File: src/sequence_composition_classifier_macros.svh
// assertion macros shared by the classifier modules
// expects clk and rst_n in the scope of each use
`ifndef SEQUENCE_COMPOSITION_CLASSIFIER_MACROS_SVH
`define SEQUENCE_COMPOSITION_CLASSIFIER_MACROS_SVH

`ifndef SYNTHESIS
`define SCC_ASSERT_SAME(lbl, ante, cons, msg) \
  lbl: assert property (@(posedge clk) disable iff (!rst_n) (ante) |-> (cons)) \
    else $error(msg);
`define SCC_ASSERT_NEXT(lbl, ante, cons, msg) \
  lbl: assert property (@(posedge clk) disable iff (!rst_n) (ante) |=> (cons)) \
    else $error(msg);
`else
`define SCC_ASSERT_SAME(lbl, ante, cons, msg)
`define SCC_ASSERT_NEXT(lbl, ante, cons, msg)
`endif

`endif

File: src/scc_pkg.sv
// types, constants and ratio helpers for the sequence composition classifier
// no dependencies
`default_nettype none

package scc_pkg;

  localparam int unsigned MAX_BYTES = 1024;
  localparam int unsigned CNT_W     = $clog2(MAX_BYTES + 1);
  localparam int unsigned TXT_W     = $clog2(3 * MAX_BYTES + 1);
  localparam int unsigned PROD_W    = TXT_W + 8;

  localparam logic [1:0] KIND_UNDEF = 2'd0;
  localparam logic [1:0] KIND_NUC   = 2'd1;
  localparam logic [1:0] KIND_PROT  = 2'd2;

  localparam logic [7:0] CH_CR    = 8'h0D;
  localparam logic [7:0] CH_LF    = 8'h0A;
  localparam logic [7:0] CH_GT    = 8'h3E;
  localparam logic [7:0] CH_TAB   = 8'h09;
  localparam logic [7:0] CH_SPACE = 8'h20;
  localparam logic [7:0] CH_ZERO  = 8'h30;
  localparam logic [7:0] CH_NINE  = 8'h39;
  localparam logic [7:0] CH_UA    = 8'h41;
  localparam logic [7:0] CH_UC    = 8'h43;
  localparam logic [7:0] CH_UG    = 8'h47;
  localparam logic [7:0] CH_UJ    = 8'h4A;
  localparam logic [7:0] CH_UN    = 8'h4E;
  localparam logic [7:0] CH_UO    = 8'h4F;
  localparam logic [7:0] CH_UT    = 8'h54;
  localparam logic [7:0] CH_UU    = 8'h55;
  localparam logic [7:0] CH_UZ    = 8'h5A;
  localparam logic [7:0] CH_LA    = 8'h61;
  localparam logic [7:0] CH_LZ    = 8'h7A;
  localparam logic [7:0] CASE_GAP = 8'h20;

  // share thresholds as num/den pairs
  localparam logic [7:0] DEN_TENTHS   = 8'd10;
  localparam logic [7:0] NUM_KIND     = 8'd7;
  localparam logic [7:0] NUM_TEXT_LO  = 8'd8;
  localparam logic [7:0] DEN_HUNDRED  = 8'd100;
  localparam logic [7:0] NUM_TEXT_HI  = 8'd91;
  localparam logic [7:0] HALF_NUM     = 8'd2;
  localparam logic [7:0] UNIT         = 8'd1;

  typedef struct packed {
    logic [7:0] data_byte;
    logic       last_byte;
  } in_payload_t;

  typedef struct packed {
    logic       is_fasta;
    logic [1:0] sequence_kind;
    logic       too_long;
  } out_payload_t;

  typedef struct packed {
    logic eol;
    logic text;
    logic nuc;
    logic prot;
    logic gt;
  } byte_class_t;

  typedef struct packed {
    logic             overflow;
    logic             starts_hdr;
    logic             in_first_line;
    logic [CNT_W-1:0] byte_total;
    logic [CNT_W-1:0] first_line_length;
    logic [TXT_W-1:0] text_total;
    logic [CNT_W-1:0] nuc_total;
    logic [CNT_W-1:0] prot_total;
    logic [CNT_W-1:0] line_end_total;
    logic [CNT_W-1:0] body_nuc;
    logic [CNT_W-1:0] body_prot;
    logic [CNT_W-1:0] body_len;
    logic [CNT_W-1:0] hdr_nuc;
    logic [CNT_W-1:0] hdr_prot;
    logic [CNT_W-1:0] hdr_len;
  } tallies_t;

  typedef struct packed {
    logic item_go;
    logic snap_valid;
  } cnt_status_t;

  localparam tallies_t TALLIES_RESET = '{
    overflow: 1'b0, starts_hdr: 1'b0, in_first_line: 1'b1,
    byte_total: '0, first_line_length: '0, text_total: '0,
    nuc_total: '0, prot_total: '0, line_end_total: '0,
    body_nuc: '0, body_prot: '0, body_len: '0,
    hdr_nuc: '0, hdr_prot: '0, hdr_len: '0
  };

  function automatic logic [PROD_W-1:0] scale(input logic [TXT_W-1:0] x,
                                               input logic [7:0] k);
    return PROD_W'(x) * PROD_W'(k);
  endfunction

  // share a/b above 0.7; an empty divisor counts as above when a is nonzero
  function automatic logic share_above_kind(input logic [CNT_W-1:0] a,
                                            input logic [CNT_W-1:0] b);
    if (b == '0) begin
      return a != '0;
    end
    return scale(TXT_W'(a), DEN_TENTHS) > scale(TXT_W'(b), NUM_KIND);
  endfunction

endpackage

`default_nettype wire

File: src/sequence_composition_classifier.sv
// top level: input register, tally stage with snapshot, verdict and result register
// depends on scc_pkg, scc_decode, scc_count, scc_verdict and the macro header
//
//   channel  | ports                          | payload
//   ---------+--------------------------------+--------------------------------
//   input    | in_valid, in_ready, in_data    | data_byte, last_byte
//   result   | out_valid, out_ready, out_data | is_fasta, sequence_kind, too_long
//
// one byte per cycle unless stalled; the snapshot feeds the result register
// the rate is set by the tally counters, each updated once per byte
// the input register, the snapshot and the result register each hold one item,
// so bytes keep flowing while a result waits; only a second pending last byte stalls
// rst_n is synchronous, active low, and clears the live tallies and all valid flags
`default_nettype none
`include "sequence_composition_classifier_macros.svh"

module sequence_composition_classifier (
  input  wire logic                  clk,
  input  wire logic                  rst_n,
  input  wire logic                  in_valid,
  output      logic                  in_ready,
  input  wire scc_pkg::in_payload_t  in_data,
  output      logic                  out_valid,
  input  wire logic                  out_ready,
  output scc_pkg::out_payload_t      out_data
);

  scc_pkg::in_payload_t  item_r, item_nxt;
  logic                  item_valid_r, item_valid_nxt;
  scc_pkg::byte_class_t  cls;
  scc_pkg::cnt_status_t  status;
  scc_pkg::tallies_t     snap;
  scc_pkg::out_payload_t verdict;
  scc_pkg::out_payload_t out_r, out_nxt;
  logic                  out_valid_r, out_valid_nxt;
  logic                  snap_pop;

  assign snap_pop = status.snap_valid && (!out_valid_r || out_ready);
  assign in_ready = !item_valid_r || status.item_go;

  scc_decode u_decode (
    .data_byte (item_r.data_byte),
    .cls       (cls)
  );

  scc_count u_count (
    .clk        (clk),
    .rst_n      (rst_n),
    .item_valid (item_valid_r),
    .item_last  (item_r.last_byte),
    .cls        (cls),
    .snap_pop   (snap_pop),
    .status     (status),
    .snap       (snap)
  );

  scc_verdict u_verdict (
    .t   (snap),
    .res (verdict)
  );

  always_comb begin
    item_nxt       = item_r;
    item_valid_nxt = item_valid_r && !status.item_go;
    if (in_valid && in_ready) begin
      item_nxt       = in_data;
      item_valid_nxt = 1'b1;
    end
    out_nxt       = out_r;
    out_valid_nxt = out_valid_r && !out_ready;
    if (snap_pop) begin
      out_nxt       = verdict;
      out_valid_nxt = 1'b1;
    end
  end

  always_ff @(posedge clk) begin
    if (!rst_n) begin
      item_valid_r <= 1'b0;
      out_valid_r  <= 1'b0;
    end else begin
      item_valid_r <= item_valid_nxt;
      out_valid_r  <= out_valid_nxt;
    end
  end

  always_ff @(posedge clk) begin
    item_r <= item_nxt;
    out_r  <= out_nxt;
  end

  assign out_valid = out_valid_r;
  assign out_data  = out_r;

  `SCC_ASSERT_SAME(a_too_long_clean, out_valid_r && out_r.too_long,
    !out_r.is_fasta && out_r.sequence_kind == scc_pkg::KIND_UNDEF,
    "too long result carries verdict")
  `SCC_ASSERT_NEXT(a_result_from_snap, snap_pop,
    out_valid_r && out_r == $past(verdict),
    "result register missed a snapshot")

endmodule

`default_nettype wire

File: src/scc_decode.sv
// byte classifier: line end, text, nucleotide, protein and header marker flags
// depends on scc_pkg
`default_nettype none

module scc_decode (
  input  wire logic [7:0]          data_byte,
  output scc_pkg::byte_class_t     cls
);

  logic [7:0] up;

  always_comb begin
    up = (data_byte >= scc_pkg::CH_LA && data_byte <= scc_pkg::CH_LZ) ?
         data_byte - scc_pkg::CASE_GAP : data_byte;
    cls.eol  = (data_byte == scc_pkg::CH_CR) || (data_byte == scc_pkg::CH_LF);
    cls.text = (data_byte >= scc_pkg::CH_ZERO && data_byte <= scc_pkg::CH_NINE) ||
               (data_byte >= scc_pkg::CH_UA && data_byte <= scc_pkg::CH_UZ) ||
               (data_byte >= scc_pkg::CH_LA && data_byte <= scc_pkg::CH_LZ) ||
               (data_byte >= scc_pkg::CH_TAB && data_byte <= scc_pkg::CH_CR) ||
               (data_byte == scc_pkg::CH_SPACE);
    cls.nuc  = (up == scc_pkg::CH_UA) || (up == scc_pkg::CH_UT) ||
               (up == scc_pkg::CH_UG) || (up == scc_pkg::CH_UC) ||
               (up == scc_pkg::CH_UN);
    cls.prot = (up >= scc_pkg::CH_UA) && (up <= scc_pkg::CH_UZ) &&
               (up != scc_pkg::CH_UJ) && (up != scc_pkg::CH_UO) &&
               (up != scc_pkg::CH_UU);
    cls.gt   = (data_byte == scc_pkg::CH_GT);
  end

endmodule

`default_nettype wire

File: src/scc_count.sv
// running tallies for one buffer and the snapshot taken at its last byte
// depends on scc_pkg and the assertion macro header
`default_nettype none
`include "sequence_composition_classifier_macros.svh"

module scc_count (
  input  wire logic                 clk,
  input  wire logic                 rst_n,
  input  wire logic                 item_valid,
  input  wire logic                 item_last,
  input  wire scc_pkg::byte_class_t cls,
  input  wire logic                 snap_pop,
  output scc_pkg::cnt_status_t      status,
  output scc_pkg::tallies_t         snap
);

  scc_pkg::tallies_t live_r, live_nxt, upd;
  scc_pkg::tallies_t snap_r, snap_nxt;
  logic              at_line_start_r, at_line_start_nxt, at_line_start_upd;
  logic              line_is_header_r, line_is_header_nxt, line_is_header_upd;
  logic              snap_valid_r, snap_valid_nxt;
  logic              item_go;
  logic              hdr_line;
  logic              starts_hdr;

  assign item_go = item_valid && (!item_last || !snap_valid_r || snap_pop);

  // effect of one byte on the tallies
  always_comb begin
    upd                = live_r;
    at_line_start_upd  = at_line_start_r;
    line_is_header_upd = line_is_header_r;
    starts_hdr         = (live_r.byte_total == '0) ? cls.gt : live_r.starts_hdr;
    hdr_line           = at_line_start_r ? cls.gt : line_is_header_r;
    if (!live_r.overflow) begin
      if (live_r.byte_total >= scc_pkg::CNT_W'(scc_pkg::MAX_BYTES)) begin
        upd.overflow = 1'b1;
      end else begin
        upd.starts_hdr = starts_hdr;
        upd.byte_total = live_r.byte_total + scc_pkg::CNT_W'(1);
        upd.nuc_total  = live_r.nuc_total + scc_pkg::CNT_W'(cls.nuc);
        upd.prot_total = live_r.prot_total + scc_pkg::CNT_W'(cls.prot);
        if (cls.eol) begin
          upd.text_total     = live_r.text_total + scc_pkg::TXT_W'(cls.text)
                               + scc_pkg::TXT_W'(1);
          upd.line_end_total = live_r.line_end_total + scc_pkg::CNT_W'(1);
          upd.in_first_line  = 1'b0;
          at_line_start_upd  = 1'b1;
        end else begin
          upd.text_total = live_r.text_total + scc_pkg::TXT_W'(cls.text)
                           + scc_pkg::TXT_W'(live_r.in_first_line && starts_hdr
                                             && cls.text);
          if (live_r.in_first_line) begin
            upd.first_line_length = live_r.first_line_length + scc_pkg::CNT_W'(1);
          end
          at_line_start_upd  = 1'b0;
          line_is_header_upd = hdr_line;
          if (hdr_line) begin
            upd.hdr_len  = live_r.hdr_len + scc_pkg::CNT_W'(1);
            upd.hdr_nuc  = live_r.hdr_nuc + scc_pkg::CNT_W'(cls.nuc);
            upd.hdr_prot = live_r.hdr_prot + scc_pkg::CNT_W'(cls.prot);
          end else begin
            upd.body_len  = live_r.body_len + scc_pkg::CNT_W'(1);
            upd.body_nuc  = live_r.body_nuc + scc_pkg::CNT_W'(cls.nuc);
            upd.body_prot = live_r.body_prot + scc_pkg::CNT_W'(cls.prot);
          end
        end
      end
    end
  end

  always_comb begin
    live_nxt           = live_r;
    at_line_start_nxt  = at_line_start_r;
    line_is_header_nxt = line_is_header_r;
    snap_nxt           = snap_r;
    snap_valid_nxt     = snap_valid_r && !snap_pop;
    if (item_go) begin
      if (item_last) begin
        live_nxt           = scc_pkg::TALLIES_RESET;
        at_line_start_nxt  = 1'b1;
        line_is_header_nxt = 1'b0;
        snap_nxt           = upd;
        snap_valid_nxt     = 1'b1;
      end else begin
        live_nxt           = upd;
        at_line_start_nxt  = at_line_start_upd;
        line_is_header_nxt = line_is_header_upd;
      end
    end
  end

  always_ff @(posedge clk) begin
    if (!rst_n) begin
      live_r           <= scc_pkg::TALLIES_RESET;
      at_line_start_r  <= 1'b1;
      line_is_header_r <= 1'b0;
      snap_valid_r     <= 1'b0;
    end else begin
      live_r           <= live_nxt;
      at_line_start_r  <= at_line_start_nxt;
      line_is_header_r <= line_is_header_nxt;
      snap_valid_r     <= snap_valid_nxt;
    end
  end

  always_ff @(posedge clk) begin
    snap_r <= snap_nxt;
  end

  assign status.item_go    = item_go;
  assign status.snap_valid = snap_valid_r;
  assign snap              = snap_r;

  `SCC_ASSERT_NEXT(a_clear_after_last, item_go && item_last,
    live_r.byte_total == '0 && !live_r.overflow && at_line_start_r,
    "tallies not cleared after last byte")
  `SCC_ASSERT_SAME(a_total_bound, 1'b1,
    live_r.byte_total <= scc_pkg::CNT_W'(scc_pkg::MAX_BYTES),
    "byte total beyond limit")
  `SCC_ASSERT_SAME(a_line_bound, 1'b1,
    scc_pkg::TXT_W'(live_r.first_line_length) + scc_pkg::TXT_W'(live_r.line_end_total)
    <= scc_pkg::TXT_W'(live_r.byte_total),
    "first line and line ends exceed byte total")
  `SCC_ASSERT_NEXT(a_snap_held, snap_valid_r && !snap_pop,
    snap_valid_r && snap_r == $past(snap_r),
    "pending snapshot lost or changed")

endmodule

`default_nettype wire

File: src/scc_verdict.sv
// kind and two-hypothesis fasta verdict from a finished buffer's tallies
// depends on scc_pkg
`default_nettype none

module scc_verdict (
  input  wire scc_pkg::tallies_t  t,
  output scc_pkg::out_payload_t   res
);

  logic [scc_pkg::CNT_W-1:0] seq_len;
  logic                      text_hi, text_mid, hyp1, hyp2, nuc_ok, prot_ok;
  logic [1:0]                kind;

  always_comb begin
    seq_len  = t.byte_total - t.first_line_length - t.line_end_total;
    text_hi  = scc_pkg::scale(t.text_total, scc_pkg::DEN_HUNDRED) >
               scc_pkg::scale(scc_pkg::TXT_W'(t.byte_total), scc_pkg::NUM_TEXT_HI);
    text_mid = scc_pkg::scale(t.text_total, scc_pkg::DEN_TENTHS) >
               scc_pkg::scale(scc_pkg::TXT_W'(t.byte_total), scc_pkg::NUM_TEXT_LO);
    hyp1     = (scc_pkg::share_above_kind(t.nuc_total, seq_len) ||
                scc_pkg::share_above_kind(t.prot_total, seq_len)) && text_hi;
    nuc_ok   = scc_pkg::scale(scc_pkg::TXT_W'(t.body_nuc), scc_pkg::DEN_HUNDRED) >
               scc_pkg::scale(scc_pkg::TXT_W'(t.body_len), scc_pkg::NUM_TEXT_HI) &&
               scc_pkg::scale(scc_pkg::TXT_W'(t.hdr_nuc), scc_pkg::HALF_NUM) <
               scc_pkg::scale(scc_pkg::TXT_W'(t.hdr_len), scc_pkg::UNIT);
    prot_ok  = scc_pkg::scale(scc_pkg::TXT_W'(t.body_prot), scc_pkg::DEN_HUNDRED) >
               scc_pkg::scale(scc_pkg::TXT_W'(t.body_len), scc_pkg::NUM_TEXT_HI) &&
               scc_pkg::scale(scc_pkg::TXT_W'(t.hdr_prot), scc_pkg::HALF_NUM) <
               scc_pkg::scale(scc_pkg::TXT_W'(t.hdr_len), scc_pkg::UNIT);
    hyp2     = text_mid && (t.body_len != '0) && (t.hdr_len != '0) && (nuc_ok || prot_ok);
    if (scc_pkg::share_above_kind(t.nuc_total, t.byte_total)) begin
      kind = scc_pkg::KIND_NUC;
    end else if (scc_pkg::share_above_kind(t.prot_total, t.byte_total)) begin
      kind = scc_pkg::KIND_PROT;
    end else begin
      kind = scc_pkg::KIND_UNDEF;
    end
    if (t.overflow) begin
      res.is_fasta      = 1'b0;
      res.sequence_kind = scc_pkg::KIND_UNDEF;
      res.too_long      = 1'b1;
    end else begin
      res.is_fasta      = t.starts_hdr && !t.in_first_line && (hyp1 || hyp2);
      res.sequence_kind = kind;
      res.too_long      = 1'b0;
    end
  end

endmodule

`default_nettype wire
File: config.mk
export PLATFORM = sky130hd
export DESIGN_NAME = sequence_composition_classifier
export DESIGN_NICKNAME = d
export VERILOG_FILES = /design/src/scc_pkg.sv /design/src/sequence_composition_classifier.sv /design/src/scc_decode.sv /design/src/scc_count.sv /design/src/scc_verdict.sv
export VERILOG_INCLUDE_DIRS = /design/src /design/src/src
export SDC_FILE = /design/constraint.sdc
export NUM_CORES = 1
export LEC_CHECK = 0
export ABC_AREA = 0
export ABC_CLOCK_PERIOD_IN_PS = 17230
export BUFFER_PORTS_ARGS = -buffer_cell sky130_fd_sc_hd__buf_4
export CAP_MARGIN = 0
export CORE_UTILIZATION = 25
export DETAILED_ROUTE_END_ITERATION = 8
export PLACE_DENSITY_LB_ADDON = 0.25
export RECOVER_POWER = 25
export SKIP_LAST_GASP = 1
export SLEW_MARGIN = 20
export SYNTH_ARGS = -nofsm -noshare
export SYNTH_HDL_FRONTEND = slang
export SYNTH_SLANG_ARGS = --single-unit
File: constraint.sdc
create_clock -name clk -period 17.23 [get_ports clk]
set_input_delay 3.446 -clock clk [delete_from_list [all_inputs] [get_ports clk]]
set_output_delay 3.446 -clock clk [all_outputs]
set_load 0.05 [all_outputs]
==> flow_summary.ini, run 1 <==
[run_status]
status = complete, but fails checks
violations = capacitance limit, slew limit

[sta]
drv_slew = 107
setup_viol = 0
max_freq_ghz = 0.130
setup_slack_ps = 9560
min_period_ps = 7670
finalSetupTns_ps = 0
period_share_pct = 44.5
worst_clock_skew_ps = 20.2
hold_viol = 0
worst_pin_slew_ps = 2720
rsz0062_at_grt = no
slew_headroom_pct = -81.4

[cts]
cts_buffers = 34
cts_buffer_depth = 3
clkLatencyLatePin_ps = 550
hold_buffers = 0
cts.sinks = 290
ctsResizeCount = 0
cts_max_level = 2
clkTransAtPathRegs_ps = 60
clockRootBuffer = clkbuf_16
cts_tree = built
post-cts-setup-buffer-count = 0

[power_and_ir_drop]
vdd_drop_max_v = 0.0000522
p_sw_share_pct = 29.4
seqPwrFrac_pct = 39.9
powerDensity_nw_per_um2 = 64.2
power.switching_uw = 548
power_frac_comb_pct = 21.9
p_int_uw = 1310
clock_power_share_pct = 38.2
p_leak_uw = 0.0129
power_uw = 1860

[place]
pre_cts_ws_ps = 9560
portBuffers = 18
dp_hpwl_mm = 47.0
gp_congestion = 0.796

[drt]
drtIter0Drc = 783
routed_wl_mm = 61.4
viasPerCell = 4.51
drcViolationCount = 0
first_pass_iters = 6
drtAntennaViolNets = 0
vias = 18868
routedWlPerCell_um = 14.7

[global_route]
antenna_found_initial = 0
overflow = 0
grt_pass1_wl_mm = 100
track_usage_pct = 11.6
grt_pass1_vias = 18906
grt_max_degree = 77

[worst_setup_path]
critPathCaptureType = primary output
startpoint_type = input pin
arrival_ps = 4220
critical_path_class = input pin to primary output
r2r-start = u_count.snap[122]
worstSetupStartpoint = out_ready
worstPathRequired_ps = 13780
path_max_fanout = 5

[floorplan]
die_area_um2 = 107000
fp.dieH_um = 327
pin_count = 19
core_um2 = 104000
start_util_pct = 25.3
die_x_um = 327
num_rows = 118

[final_layout]
fin_util_pct = 27.9
fin_nets = 3346
drive_above_1_share_pct = 3.71
multiInputGateArea_um2 = 17400
syn2layout_area_growth_pct = 9.94
regArea_um2 = 7300
fill_cells = 11161
num_antenna_cells = 0

[synth]
synthTopCellsByArea = ha_1, edfxtp_1, dfxtp_1
syn_nets = 3353
syn_area_per_cell_um2 = 9.47
synth_seq_cells = 290
synth_ff_type = edfxtp_1
synth_edf_count = 149
synth_top_cell_by_area = ha_1
syn_inst = 2782
synth_top_area_share_pct = 21.8
netlist_area_um2 = 26300
post_synth_num_cell_types = 84
synth.most_common_cell = ha_1
synthArstFlopShare_pct = 0
yosysSeqAreaShare_pct = 27.7
yosysWarnings = 0
synthTopCellsByCount = ha_1, inv_1, xnor2_1

[worst_hold_path]
hp-start = u_count.live_r[133]
hold_class = flip-flop to flip-flop

[run]
max_cap_viol_count = 3
==> registers in the layout, summed over array words and instances (netlist names) <==
name                      flops
u_count.live_r              136
u_count.snap                136
item_r                        9
out_data                      4
item_valid_r                  1
out_valid                     1
u_count.at_line_start_r       1
u_count.line_is_header_r      1
u_count.snap_valid_r          1
==> layer usage <==
layer / part of all wire [%] / vias to the layer above / track usage [%]
li1: - / 9800 / -
met1: 51 / 8842 / 16.0
met2: 46 / 170 / 19.5
met3: 2.1 / 56 / 1.10
met4: 1.6 / 0 / 2.42
met5: 0 / - / 0
==> final cells by class <==
class                           count  area share [%]
Clock buffer                       45            3.22
Clock inverter                     16           0.454
Inverter                          345            4.49
Multi-Input combinational cell   2075            60.0
Sequential cell                   290            25.2
Tap cell                         1380            5.96
Timing Repair Buffer               29           0.648
==> power groups by stage <==
stage	Sequential, uW	Clock, uW	Combinational [uW]
2_1_floorplan	753	0	311
3_3_place_gp	757	0	410
3_5_place_dp	757	0	412
4_1_cts	742	738	416
5_1_grt	743	761	475
6_report	742	710	408
==> kinds of logic after synthesis <==
family                   Yosys count  synth area share, %
AO/OA/AOI/OAI                    554                 13.9
XOR/XNOR                         222                 7.51
adder cells (fa/ha/maj)          560                 29.4
buffers and inverters            417                 6.07
flip-flops                       290                 27.7
multiplexers                      14                0.589
AND/OR/NAND/NOR                  725                 14.8
==> metrics by stage <==
step | cells | hold slack [ps] | instance area [um2]
floorplan | 2782 | 459 | 26300
global placement | 4119 | 490 | 28000
detailed placement | 4119 | 485 | 28000
CTS | 4180 | 495 | 29100
global route | 4180 | 533 | 29000
finish | 4180 | 501 | 29000
==> placed cells by master (no fill, tap or decap), drive strengths merged, types with 6 or more instances in the layout <==
cell / count
ha: 460
inv: 346
xnor2: 153
nor2b: 150
edfxtp: 149
dfxtp: 141
nand2: 133
a21oi: 127
nor2: 121
o21ai: 103
fa: 98
a22oi: 93
nand3: 74
xor2: 67
clkbuf: 59
a21o: 54
nor3: 51
nand4: 41
o21a: 33
and3: 31
nor4: 25
nand2b: 23
o21bai: 22
a21boi: 22
or3: 19
buf: 15
and4: 14
and2: 14
clkinv: 13
or2: 12
a31oi: 12
o211ai: 12
mux2: 12
o31ai: 9
a2111oi: 8
a211o: 8
a211oi: 8
nor3b: 6
==> critical path, stage by stage <==
cell and delay, ps:
buf_4 110, nor2b_1 260, nand4_1 190, buf_4 230
==> path summary, 6_finish.rpt <==
path	cells past startpoint	endpoint	slack [ps]
max	4	in_ready	9560
min reg2reg	1	u_count.live_r[133]	500
min	1	u_count.live_r[133]	500
max reg2reg	26	out_data[3]	10670
Power figures use the tool's default switching activity.
==> inputs of run 2 (changes only) <==
--- a/config.mk
+++ b/config.mk
@@ -7,7 +7,7 @@
 export NUM_CORES = 1
 export LEC_CHECK = 0
 export ABC_AREA = 0
-export ABC_CLOCK_PERIOD_IN_PS = 17230
+export ABC_CLOCK_PERIOD_IN_PS = 7500
 export BUFFER_PORTS_ARGS = -buffer_cell sky130_fd_sc_hd__buf_4
 export CAP_MARGIN = 0
 export CORE_UTILIZATION = 25
==> constraint.sdc (replaced) <==
create_clock -name clk -period 7.5 [get_ports clk]
set_input_delay 1.5 -clock clk [delete_from_list [all_inputs] [get_ports clk]]
set_output_delay 1.5 -clock clk [all_outputs]
set_load 0.05 [all_outputs]
==> flow_summary.ini, run 2 (synthesis results as in run 1) <==
[floorplan]
start_util_pct = 25.3
pin_count = 19
num_rows = 118
die_area_um2 = 107000
fp.dieH_um = 327
die_x_um = 327
core_um2 = 104000

[global_route]
grt_pass1_wl_mm = 102
grt_max_degree = 101
grt_pass1_vias = 19045
antenna_found_initial = 0
track_usage_pct = 11.7
overflow = 0

[worst_setup_path]
critPathCaptureType = flip-flop
r2r-end = out_data[3]
reg2reg_setup_slack_ps = 1150
r2r-start = u_count.snap[125]
worstPathRequired_ps = 7770
critPathTopFamily = adder cells
path_cells = fa_1, ha_1, a21o_1, a31oi_1, nor2b_1, nor2_1, xor2_1, inv_1, fa_1, ha_1, inv_1, o21bai_1, a21oi_1, o21ai_0, a21oi_1, o21bai_1, a2111oi_0, or3_1, ha_1, nand2_1, or3_1, or2_2, a211oi_1, o31ai_1
startpoint_type = flip-flop
worst-r2r-cell-count = 24
timing.critical_path.buf_inv = 2
max_stage_delay_ps = 590
critPathMostFrequentCell = ha_1
path_max_fanout = 8
arrival_ps = 6620
critical_path_class = flip-flop to flip-flop
worstSetupStartpoint = u_count.snap[125]
slowest_stage = edfxtp_1

[final_layout]
final_common_cell = ha_1
final_cells = 4185
fin_nets = 3349
num_antenna_cells = 0
drive_above_1_share_pct = 3.78
final_area_um2 = 29000
final_cell_mix = ha_1, inv_1, xnor2_1, nor2b_1, edfxtp_1
fin_util_pct = 27.9
syn2layout_area_growth_pct = 10.1

[sta]
drv_slew = 229
finalSetupTns_ps = 0
max_freq_ghz = 0.158
min_period_ps = 6350
setup_viol = 0
rsz0062_at_grt = no
slew_headroom_pct = -143
period_share_pct = 84.6
worst_clock_skew_ps = 15.5
hold_viol = 0
worst_pin_slew_ps = 3640

[drt]
routedWlPerCell_um = 14.8
drcViolationCount = 0
drtIter0Drc = 849
viasPerCell = 4.52
first_pass_iters = 5
drtAntennaViolNets = 0
vias = 18932
routed_wl_mm = 61.8

[place]
dp.cells = 4121
portBuffers = 18
dp_hpwl_mm = 48.3
place_area_um2 = 28000
gp_congestion = 0.818

[cts]
clkLatencyLatePin_ps = 540
clkTransAtPathRegs_ps = 60
post-cts-setup-buffer-count = 0
clockRootBuffer = clkbuf_16
cts_buffer_depth = 3
cts_tree = built
cts.sinks = 290
cts_max_level = 2
hold_buffers = 0
cts_buffers = 35
ctsResizeCount = 0

[power_and_ir_drop]
p_leak_uw = 0.0129
powerDensity_nw_per_um2 = 149
vdd_drop_max_v = 0.000113

[run]
max_cap_viol_count = 6

[worst_hold_path]
hold_depth = 2
hold_class = flip-flop to flip-flop
hp-start = u_count.line_is_header_r
holdPathEnd = u_count.line_is_header_r

[run_status]
violations = capacitance limit, slew limit
status = complete, but fails checks
-- run 2: changes by cell type in the layout (fill, tap and decap cells not counted), moves of 2 or more --
cell | before | now
clkinv_4 | 0 | 2
mux2_2 | 6 | 8
clkinvlp_4 | 0 | 4
mux2_1 | 6 | 4
clkinv_2 | 7 | 4
buf_4 | 15 | 9
nor3b_1 | 4 | 6
clkbuf_1 | 16 | 21
-- run 2: per-stage QoR --
step	total power, uW	hold slack, ps	worst slack [ps]
after floorplan	2440	459	1730
final	4330	501	1150
after detailed placement	2690	498	1130
after global placement	2690	492	1200
after global routing	4600	542	524
after CTS	4400	509	1130
-- run 2: final cells by class --
class,count,area (um2)
multi-input combinational,2075,17400
inverter,345,1300
timing repair buffer,31,176
sequential,290,7300
fill,11161,74900
clock buffer,44,951
clock inverter,20,175
tap,1380,1730
-- run 2: where the power goes --
part	switching [uW]	total [uW]	internal, uW
sequential	25.2	1710	1680
clock	707	1680	976
combinational	553	942	389
-- run 2: worst register-to-register path, cell delays in order (launching register included) --
cell and delay [ps]:
edfxtp_1 590, fa_1 490, ha_1 360, a21o_1 190, a31oi_1 210, nor2b_1 80, nor2_1 120, xor2_1 420
inv_1 130, fa_1 470, ha_1 320, inv_1 70, o21bai_1 130, a21oi_1 110, o21ai_0 170, a21oi_1 120
o21bai_1 210, a2111oi_0 120, or3_1 430, ha_1 310, nand2_1 50, or3_1 350, or2_2 300, a211oi_1 240
o31ai_1 100
-- run 2: layer usage --
metal	share of wire (%)	global-route usage, %	vias up
li1	-	-	9802
met1	52	16.7	8925
met2	45	19.1	160
met3	2.0	0.929	45
met4	1.6	2.63	0
met5	0	0	-
-- run 2: worst max path at each step --
stage | endpoint | slack, ps | cells after the start
after floorplan | out_data[3] | 1730 | 24
after global placement | out_data[3] | 1200 | 24
after detailed placement | out_data[3] | 1130 | 24
after CTS | out_data[3] | 1130 | 24
after global routing | out_data[3] | 520 | 24
final | out_data[3] | 1150 | 24
